<file path="src/design/em3_pkg.sv">
package em3_pkg;

  localparam int PIX_W = 8;
  localparam int CFG_W = 11;
  localparam int GRAD_W = 10;   // |column sum difference| <= 765
  localparam int SQ_W = 21;     // gx^2 + gy^2 <= 1170450
  localparam int ROOT_W = 11;
  localparam logic [PIX_W-1:0] FULL_SCALE = 8'd255;

  localparam logic [0:0] REG_WIDTH = 1'b0;
  localparam logic [0:0] REG_HEIGHT = 1'b1;

  // Work item handed from the window front end to the root back end.
  typedef struct packed {
    logic [GRAD_W-1:0] gx;
    logic [GRAD_W-1:0] gy;
    logic              valid;
    logic              fend;
  } em3_job_t;

endpackage

</file>
<file path="src/design/em3_queue.sv">
module em3_queue (
  input  logic              clk,
  input  logic              rst,
  input  logic              wr_valid,
  output logic              wr_stall,
  input  em3_pkg::em3_job_t wr_data,
  output logic              rd_valid,
  input  logic              rd_stall,
  output em3_pkg::em3_job_t rd_data
);
  import em3_pkg::*;

  em3_job_t slot [2];
  logic wp, rp;
  logic [1:0] cnt;
  logic do_wr, do_rd;

  assign wr_stall = (cnt == 2'd2);
  assign rd_valid = (cnt != 2'd0);
  assign rd_data = slot[rp];
  assign do_wr = wr_valid && !wr_stall;
  assign do_rd = rd_valid && !rd_stall;

  always_ff @(posedge clk) begin
    if (do_wr) slot[wp] <= wr_data;
  end

  always_ff @(posedge clk) begin
    if (rst) begin
      wp <= 1'b0;
      rp <= 1'b0;
      cnt <= '0;
    end else begin
      if (do_wr) wp <= ~wp;
      if (do_rd) rp <= ~rp;
      cnt <= cnt + 2'(do_wr) - 2'(do_rd);
    end
  end

endmodule

</file>
<file path="config.mk">
export PLATFORM = sky130hd
export DESIGN_NAME = em3_queue
export DESIGN_NICKNAME = d
export VERILOG_FILES = /design/src/design/em3_pkg.sv /design/src/design/em3_queue.sv
export SDC_FILE = /design/constraint.sdc
export NUM_CORES = 1
export LEC_CHECK = 0
export BUFFER_PORTS_ARGS = -buffer_cell sky130_fd_sc_hd__buf_2
export CORE_MARGIN = 2
export CORE_UTILIZATION = 54
export CTS_CLUSTER_DIAMETER = 100
export DETAILED_ROUTE_END_ITERATION = 12
export PLACE_DENSITY = 0.82
export SLEW_MARGIN = 10
export SYNTH_ARGS = -nofsm -noshare
export SYNTH_HDL_FRONTEND = slang
export SYNTH_SLANG_ARGS = --single-unit
export TNS_END_PERCENT = 1
</file>
<file path="constraint.sdc">
create_clock -name clk -period 2.75 [get_ports clk]
set_clock_uncertainty 0.2 [all_clocks]
set_input_delay 0 -clock clk [delete_from_list [all_inputs] [get_ports clk]]
set_output_delay 0 -clock clk [all_outputs]
set_load 0.05 [all_outputs]
</file>
==> metrics.cfg <==
[finish]
post-route-util=0.755
nFillCells=212
seqCellArea_sq_um=1420
multi_input_comb_area_sq_um=364
syn2layout_area_growth_pct=36.6
diodes=0
nNetsFinal=207
drive_above_1_share=0.467

[synthesis]
yosysTopAreaCellShare=0.728
yosysWarnings=0
synth_edf_count=44
syn_nets=124
synthFlopType=edfxtp_1
yosys.area.top_type=edfxtp_1
async_reset_ff_frac=0
syn_area_sq_um=1810
yosys-top-cells-count=44 x edfxtp_1, 22 x mux2_2, 5 x dfxtp_1, 4 x inv_1
synth_seq_area_share=0.783
synth-seq-cells=49
synth_cell_types=17
synth_most_common_cell=edfxtp_1
synthTopCellsByArea=edfxtp_1 73%, mux2_2 14%, dfxtp_1 5.5%
syn_area_per_cell_sq_um=18.9
netlist_instances=96

[setup_path]
worst-path-max-fanout=14
worst-r2r-setup-slack_ps=880
crit_end=rd_data[17]
worstSetupEndpointType=primary output
rr_startpoint=cnt[1]
worst-setup-path-type=reg -> out
required_ps=2550
rr_worst_depth=8
critPathArrivalTime_ps=1800
crit_path_start_kind=flip-flop
worst_r2r_endpoint=cnt[1]

[routing]
drt_wl_total_mm=3.11
drc=0
drtIter0Drc=25
first_pass_iters=4
detail-route-antenna-nets=0
wire_per_inst_microns=13.8
via_per_inst=4.78
num_vias=1081

[die]
die_h_microns=62.0
initial_utilization=0.552
fp.dieW_microns=62.0
rows=21
num_io_pins=50
core_area_sq_um=3280
dieArea_sq_um=3840

[clock_tree]
worstSkewPairLatency_ps=350
cts_root_buffer=clkbuf_4
htreeDepth=2
cts_buffers=5
cts.sinks=49
cts.clk_slew.worst_paths_ps=130
ctsResizeCount=0
cts_tree=done
clk_path_buf_depth=2

[sta]
fmax_mhz=501
min_period_ps=2000
setup-violations-final=0
relSlewSlack=0.748
slew_viol_final=0
rsz0062_at_grt=no
hold_viol=0
fin_setup_tns_ps=0
worst_slew_pin_slew_ps=378
fin_crit_sh=0.726

[power]
clkPwrFrac=0.191
p_leak_uw=0.000985
ir_drop_mv=0.647
p_per_area_nw_per_um2=898
intPower_uw=1410
p_sw_uw=820
seqPwrFrac=0.438
combPwrFrac=0.371
netSwitchingFraction=0.368

[global_routing]
grt_pass1_wl_mm=4.68
antenna_found_initial=0
grt-ovfl-total=0
grt_usage=0.179
grt_pass1_vias=1100
grt_max_degree=23

[placement]
port_buffers=49
dp_hpwl_mm=1.94
place_congestion=0.666

[worst_hold_path]
hold_depth=2
hold_path.class=in -> reg

[job]
maxCapViolations=0

[status]
outcome=finished clean

==> cell families (layout without fill, tap and decap cells) <==
| kind of cell | Yosys count | in the layout | share of synthesized area |
|---|---|---|---|
| buffers and inverters | 7 | 91 | 0.0159 |
| AO/OA/AOI/OAI | 5 | 5 | 0.0138 |
| multiplexers | 22 | 22 | 0.137 |
| XOR/XNOR | 2 | 2 | 0.00966 |
| adder cells (fa/ha/maj) | 2 | 2 | 0.0138 |
| AND/OR/NAND/NOR | 9 | 9 | 0.0269 |
| flip-flops | 49 | 49 | 0.783 |
==> placed cells by master, fill, tap and decap left out, types with 3 or more instances in the layout <==
| cell | netlist | layout |
|---|---|---|
| clkbuf_4 | 0 | 5 |
| a21oi_1 | 3 | 3 |
| nor2_1 | 3 | 3 |
| dfxtp_1 | 5 | 5 |
| dlygate4sd3_1 | 0 | 26 |
| buf_2 | 2 | 49 |
| edfxtp_1 | 44 | 44 |
| buf_4 | 0 | 3 |
| inv_1 | 4 | 4 |
| mux2_2 | 22 | 22 |
==> metrics by stage <==
stage               total power (uW)  worst slack, ps  instances  instance area (sq um)  hold WS (ps)
global placement                1770             1060        192                   2130         -11.3
detailed placement              1790              900        192                   2130         -6.84
global route                    2330              631        226                   2480           153
CTS                             2250              713        226                   2480           142
floorplan                       1610              798         96                   1810          -131
finish                          2230              752        226                   2480           160
==> registers in the layout, summed over array words and instances (netlist names), named ones only <==
register / cells
cnt: 2
wp: 1
slot: 44
rp: 1
==> worst max-delay path, cell delays in order (launching register included) <==
cell and delay (ps):
dfxtp_1 570, buf_4 300, mux2_2 370, buf_2 210
==> routing by layer <==
layer	global-route usage	wire, microns	vias up
li1	-	-	526
met2	0.311	1700	35
met5	0	0	-
met3	0.0497	148	6
met4	0.0973	42	0
met1	0.197	1230	514
==> worst min path at each step <==
| stage | end | start | slack (ps) |
|---|---|---|---|
| 6_report | slot[1][5] | wr_data[5] | 160 |
| 5_1_grt | slot[1][5] | wr_data[5] | 150 |
| 4_1_cts | slot[1][5] | wr_data[5] | 140 |
| 3_5_place_dp | slot[1][9] | wr_data[9] | -7 |
| 3_3_place_gp | slot[1][9] | wr_data[9] | -10 |
| 2_1_floorplan | flip-flop | rst | -130 |
==> final cells by class <==
cell class	instances	area share
multi-input cells	40	0.147
inverters	5	0.00757
clock buffers	6	0.0207
clock inverters	2	0.0151
well taps	46	0.0232
repair buffers	78	0.213
flip-flops and latches	49	0.573
==> power by group through the flow <==
stage	registers, uW	clock network, uW	logic, uW
floorplan	974	0	638
global placement	987	0	782
detailed placement	994	0	795
CTS	977	438	831
global route	989	468	877
finish	976	425	826
==> repair_timing <==
| item | 4_1_cts | 5_1_grt |
|---|---|---|
| hold endpoints to repair | 49 | 0 |
| hold buffers | 26 | 0 |
| buffers inserted | 0 | 0 |
Power figures use the tool's default switching activity.
