==> config.mk <==
export PLATFORM = sky130hd
export DESIGN_NAME = em3_back
export DESIGN_NICKNAME = d
export VERILOG_FILES = /design/src/design/em3_pkg.sv /design/src/design/em3_back.sv
export SDC_FILE = /design/constraint.sdc
export NUM_CORES = 1
export LEC_CHECK = 0
export BUFFER_PORTS_ARGS = -buffer_cell sky130_fd_sc_hd__buf_2
export CORE_ASPECT_RATIO = 1.75
export CORE_UTILIZATION = 40
export DETAILED_ROUTE_END_ITERATION = 8
export PLACE_DENSITY_LB_ADDON = 0.05
export SKIP_CTS_REPAIR_TIMING = 1
export SYNTH_ARGS = -nofsm -noshare
export SYNTH_HDL_FRONTEND = slang
export SYNTH_SLANG_ARGS = --single-unit
==> constraint.sdc <==
create_clock -name clk -period 7 [get_ports clk]
set_clock_uncertainty 0.1 [all_clocks]
set_input_delay 0.7 -clock clk [delete_from_list [all_inputs] [get_ports clk]]
set_output_delay 0.7 -clock clk [all_outputs]
set_load 0.02 [all_outputs]
==> src/design/em3_pkg.sv <==
package em3_pkg;

  localparam int PIX_W = 8;
  localparam int CFG_W = 11;
  localparam int GRAD_W = 10;   // |column sum difference| <= 765
  localparam int SQ_W = 21;     // gx^2 + gy^2 <= 1170450
  localparam int ROOT_W = 11;
  localparam logic [PIX_W-1:0] FULL_SCALE = 8'd255;

  localparam logic [0:0] REG_WIDTH = 1'b0;
  localparam logic [0:0] REG_HEIGHT = 1'b1;

  // Work item handed from the window front end to the root back end.
  typedef struct packed {
    logic [GRAD_W-1:0] gx;
    logic [GRAD_W-1:0] gy;
    logic              valid;
    logic              fend;
  } em3_job_t;

endpackage

==> src/design/em3_back.sv <==
module em3_back (
  input  logic                      clk,
  input  logic                      rst,
  input  logic                      job_valid,
  output logic                      job_stall,
  input  em3_pkg::em3_job_t         job,
  output logic                      out_valid,
  input  logic                      out_stall,
  output logic [em3_pkg::PIX_W-1:0] edge_value,
  output logic                      window_valid,
  output logic                      frame_end
);
  import em3_pkg::*;

  typedef enum logic [1:0] {S_IDLE, S_SQX, S_ROOT, S_OUT} state_t;
  state_t state;

  logic [SQ_W-1:0] sqx;
  logic [ROOT_W-1:0] root;
  logic [3:0] step;
  logic [GRAD_W-1:0] gy;
  logic valid_q, fend_q;

  assign job_stall = (state != S_IDLE);

  // src is the radicand padded to an even bit count so pairs align at bit 0
  logic [SQ_W+1:0] acc;
  logic [SQ_W:0] src;
  always_ff @(posedge clk) begin
    if (rst) begin
      state <= S_IDLE;
      out_valid <= 1'b0;
    end else begin
      unique case (state)
        S_IDLE: if (job_valid) begin
          sqx <= SQ_W'(job.gx * job.gx);
          gy <= job.gy;
          valid_q <= job.valid;
          fend_q <= job.fend;
          state <= S_SQX;
        end
        S_SQX: begin
          src <= {1'b0, sqx + SQ_W'(gy * gy)};
          acc <= '0;
          root <= '0;
          step <= 4'd10;
          state <= S_ROOT;
        end
        // Restoring square root, one result bit per cycle.
        S_ROOT: begin
          logic [SQ_W+1:0] a2;
          logic [SQ_W+1:0] t;
          a2 = {acc[SQ_W-1:0], src[SQ_W -: 2]};
          t = (SQ_W+2)'({root, 2'b01});
          if (a2 >= t) begin
            acc <= a2 - t;
            root <= {root[ROOT_W-2:0], 1'b1};
          end else begin
            acc <= a2;
            root <= {root[ROOT_W-2:0], 1'b0};
          end
          src <= {src[SQ_W-2:0], 2'b00};
          if (step == 4'd0) state <= S_OUT;
          step <= step - 4'd1;
        end
        S_OUT: begin
          if (!out_valid) begin
            out_valid <= 1'b1;
            window_valid <= valid_q;
            frame_end <= fend_q;
            if (!valid_q || root > ROOT_W'(FULL_SCALE)) edge_value <= '0;
            else edge_value <= FULL_SCALE - root[PIX_W-1:0];
          end else if (!out_stall) begin
            out_valid <= 1'b0;
            state <= S_IDLE;
          end
        end
        default: state <= S_IDLE;
      endcase
    end
  end

endmodule

==> flow_summary.ini, run 1 <==
[place]
gp_congestion = 0.802
numPortBuffers = 37
dp_hpwl_mm = 18.8

[setup_path]
crit_arrival_ns = 5.81
start_kind = register
ff2ff_setup_slack_ns = 1.19
cp_max_fo = 12
crit_path_end_kind = register
crit_buf_inv = 3
slowest_delay_ns = 0.61
path_cells = nand2_1 > fa_1 > inv_1 > fa_1 > fa_1 > fa_1 > inv_1 > fa_1 > inv_1 > ha_1 > a211o_1 > a2111oi_0 > nor3_1 > o21a_1 > nor4b_1 > a311oi_1
required_ns = 6.99
crit_type = register to register
crit_slowest_cell = fa_1
cpLargestDelayFamily = adder cells
critPathMostFrequentCell = fa_1

[layout]
layout-drive-gt1-share_pct = 6.54
syn_to_final_growth_pct = 7.64
n_antenna_cell = 0
nets = 1397

[global_route]
met2_usage_pct = 38.5
overflow = 0
grt_pass1_vias = 8098
track_usage_pct = 17.9
grt_pass1_wl_mm = 38.6
gr-usage-met1_pct = 16.4
antenna_found_initial = 0
busiest_layer = met2
grt_max_degree = 51
grt.met3_usage_pct = 1.72

[route]
drtPass1Iterations = 4
first_iter_violations = 321
avgRoutedWirePerCell_microns = 15.3
avgViaCountPerCell = 5.04
drc_errors = 0
num_vias = 7406
wl_mm = 22.5
drtAntennaViolNets = 0

[clock_tree]
clockBufferDepth = 2
cts_tree = done
cts-root-buf = clkbuf_16
clkSinkCount = 102
path_clk_slew_ns = 0.08
clock_latency_ns = 0.37
cts_max_level = 3
cts_buffers = 9

[synthesis]
synth_edf_count = 99
synth_area_sq_um = 10900
yosysMostFrequentCell = inv_1
syn_avg_cell_area_sq_um = 9.72
synthCells = 1117
synth-warning-count = 0
ys.flop_type = edfxtp_1
synth.area.mux_share_pct = 1.52
synthArstFlopShare_pct = 0
synth.area.top_cells = edfxtp_1 27%, fa_1 21%, ha_1 13%, inv_1 8.0%, nand2_1 3.0%
synth_top_area_share_pct = 27.4
ys_seq_elements = 102
yosysSeqAreaShare_pct = 27.9
syn_nets = 1373
synthTopCellsByCount = 231 x inv_1, 115 x fa_1, 115 x ha_1
synth_top_family_by_area = adder cells
synth_cell_types = 59
yosys.area_share.simple_pct = 13.5
synth_fa_ha_area_share_pct = 34.5
synth.largest_area_cell = edfxtp_1
synth_compound_area_share_pct = 9.36
synth-xor-area-share_pct = 4.11

[sta]
worst_slew_pin_slew_ns = 0.955
hold_viol = 0
timing.final.crit_share_pct = 83.1
slew_viol_final = 0
finalSetupViolations = 0
clock.fmax_mhz = 172
rsz0062_at_grt = no
maxSlewHeadroom_pct = 36.1
fin_setup_tns_ns = 0
layout_min_cycle_time_ns = 5.81

[floorplan]
die_w_microns = 127
die_height_microns = 220
core_area_sq_um = 26600
initial_core_util_pct = 40.8
ios = 38
rows = 79
fp.dieArea_sq_um = 27800

[status]
status = complete, no violations

[min_path]
min_path_type = register to register

[job]
maxCapViolCount = 0
-- stage by stage --
stage          cell area [sq um]  instances  util [%]  worst slack [ns]  hold slack [ns]
2_1_floorplan              10900       1117         -              1.47            0.300
3_3_place_gp               11400       1454      42.9              1.20            0.305
3_5_place_dp               11400       1454      42.9              1.17            0.309
4_1_cts                    11700       1470      44.0              1.15            0.329
5_1_grt                    11700       1470      44.0             0.786            0.343
6_report                   11700       1470      44.0              1.19            0.325
-- area by class of cell --
cell class	count	area (sq um)
fillers	2612	14900
multi-input cells	753	6860
flip-flops and latches	102	3030
inverters	231	867
well taps	324	405
repair buffers	44	238
clock buffers	9	225
clock inverters	7	65.1
-- per-layer routing --
layer	wire (microns)	part of all wire [%]
met2	13600	61
met1	7840	35
met3	325	1.4
met5	0	0
met4	655	2.9
-- kinds of logic (layout without fill, tap and decap cells) --
kind of cell | after synthesis | in the layout
and+or+nand+nor | 299 | 299
buffers and inverters | 262 | 291
adders and majority gates | 230 | 230
AOI/OAI and AO/OA | 155 | 155
DFF | 102 | 102
xor gates and xnor gates | 51 | 51
muxes | 16 | 16
other | 2 | 2
-- worst reg2reg max path, stage by stage (launching register included) --
cell and delay [ns]:
edfxtp_1 0.60, nand2_1 0.16, fa_1 0.61, inv_1 0.07, fa_1 0.51, fa_1 0.51, fa_1 0.54, inv_1 0.05
fa_1 0.53, inv_1 0.04, ha_1 0.38, a211o_1 0.31, a2111oi_0 0.43, nor3_1 0.17, o21a_1 0.21, nor4b_1 0.24
a311oi_1 0.08
-- worst paths after layout --
check | from | end | cells after the start
hold / removal | fend_q | frame_end | 0
setup / recovery | gy[1] | src[19] | 16
setup reg to reg | gy[1] | src[19] | 16
hold reg to reg | fend_q | frame_end | 0
-- flip-flops by register name (all words and copies together), names as in the netlist, 2 cells and up --
name,count
acc,21
root,11
edge_value,8
sqx,19
state,2
step,4
gy,10
src,22
-- cell usage in the layout (no fill, tap or decap), types with 14 or more instances in the layout --
master,netlist,routed
nor2_1,77,77
and2_1,50,50
nand2b_1,14,14
a21oi_1,47,47
inv_1,231,231
nand2_1,87,87
xnor2_1,34,34
fa_1,115,115
o21ai_0,27,27
buf_2,2,37
xor2_1,17,17
edfxtp_1,99,99
ha_1,115,114
Power of run 1 is not shown: default switching activity piles up to over one toggle a cycle in this logic, so the estimate is an artifact.
==> run 2, diff against run 1 <==
==> constraint.sdc (replaced) <==
create_clock -name clk -period 4.9 [get_ports clk]
set_clock_uncertainty 0.1 [all_clocks]
set_input_delay 0.49 -clock clk [delete_from_list [all_inputs] [get_ports clk]]
set_output_delay 0.49 -clock clk [all_outputs]
set_load 0.02 [all_outputs]
==> run 2 against run 1 <==
Effect of this change: the run now ends with setup timing left; flip-flop and latch count is the same; via count up 7.8%; critical path depth increased by 2; non-clock buffer count grew 140; critical endpoint unchanged; clock-buffer cell count did not move; die area did not move; core utilization rose by 6.6 points; critical path type unchanged; first-iteration DRC count down 45%.
==> flow_summary.ini, run 2 (synthesized netlist as in run 1, its figures left out) <==
[status]
status = finished with violations
violations = setup timing

[route]
drc_errors = 0
wl_met2_mm = 15.1
wl_met1_mm = 7.89
wl_met3_microns = 388
avgViaCountPerCell = 4.96
wl_mm = 24.4
avgRoutedWirePerCell_microns = 15.1
drtAntennaViolNets = 0
drtPass1Iterations = 4
num_vias = 7981
top_layer = met4
first_iter_violations = 175

[layout]
n_antenna_cell = 0
multiInputGateArea_sq_um = 7400
final_common_cell = inv_1
most-common-layout-cells = 210 x inv_1, 120 x buf_4, 108 x fa_1, 99 x ha_1, 99 x edfxtp_1
largest_reg_flops = 22
top_regs = src: 22 flops, acc: 21 flops, sqx: 19 flops
nets = 1537
seq_area_sq_um = 3030
final_core_util_pct = 50.6
largest-register = src
num-fill-cells = 2466
layout-drive-gt1-share_pct = 24.5
fin_cells = 1610
syn_to_final_growth_pct = 23.9

[place]
dp_slack_ns = -0.509
placed_cells_incl_taps = 1566
gp_congestion = 0.857
numPortBuffers = 37
dp_hpwl_mm = 20.5

[clock_tree]
clockBufferDepth = 2
cts-root-buf = clkbuf_16
cts_max_level = 3
path_clk_slew_ns = 0.08
cts_tree = done
clkSinkCount = 102
cts_buffers = 9
clock_latency_ns = 0.38

[sta]
maxSlewHeadroom_pct = 26.6
setup_ws_ns = -0.345
worst_slew_pin_slew_ns = 1.10
hold_viol = 0
slew_viol_final = 0
layout_min_cycle_time_ns = 5.24
rsz0062_at_grt = yes
fin_setup_tns_ns = -1.95
clock.fmax_mhz = 191
timing.final.crit_share_pct = 107
finalSetupViolations = 10

[global_route]
overflow = 0
track_usage_pct = 18.7
grt_pass1_wl_mm = 40.0
grt_max_degree = 50
grt_pass1_vias = 8531
antenna_found_initial = 0

[floorplan]
fp.dieArea_sq_um = 27800
die_height_microns = 220
ios = 38
initial_core_util_pct = 40.8
rows = 79
die_w_microns = 127
core_area_sq_um = 26600

[job]
maxCapViolCount = 0

[setup_path]
ff2ff_setup_slack_ns = -0.34
crit_type = register to register
start_kind = register
required_ns = 4.88
cp_max_fo = 4
crit_path_end_kind = register
crit_arrival_ns = 5.23

[min_path]
min_path_type = input port to register
run 2: cell count changes in the layout (fill, tap and decap cells not counted), moves of 14 or more:
cell     before  now
buf_6         0   27
nand2_1      87   73
ha_1        114   99
buf_4         7  120
ha_4          0   15
inv_2         0   20
inv_1       231  210
run 2: worst max-delay path: stages (launching register included):
cell and delay [ns]:
edfxtp_1 0.53, buf_6 0.15, nand2_4 0.05, fa_1 0.56, inv_1 0.05, ha_1 0.27, a21o_1 0.20, fa_1 0.48
fa_1 0.53, inv_2 0.04, fa_2 0.56, inv_2 0.04, ha_4 0.15, a211o_1 0.34, a2111oi_4 0.32, nor3_2 0.10
o21a_1 0.20, nor4b_2 0.21, a311oi_1 0.07
run 2: cell type report:
type / count / area share, %
timing repair buffer: 184 / 10.4
clock buffer: 9 / 1.67
clock inverter: 7 / 0.921
multi-input combinational: 753 / 55.0
tap: 324 / 3.01
sequential: 102 / 22.5
inverter: 231 / 6.46
run 2: path summary, 6_finish.rpt:
path          start        end  depth (start not counted)
min reg2reg  fend_q  frame_end                          0
max           gy[2]    src[19]                         18
min          job[0]     fend_q                          1
max reg2reg   gy[2]    src[19]                         18
run 2: metal layers:
| layer | vias to the layer above | track usage [%] |
|---|---|---|
| li1 | 3976 | - |
| met2 | 81 | 41.0 |
| met5 | - | 0 |
| met3 | 46 | 2.40 |
| met1 | 3878 | 15.5 |
| met4 | 0 | 9.36 |
run 2: per-stage QoR:
stage	cell area, sq um	hold slack (ns)
finish	13500	0.182
floorplan	11000	0.300
CTS	12700	0.173
global placement	12400	0.307
detailed placement	12400	0.305
global route	13500	0.174
Power of run 2 is left out for the same reason.
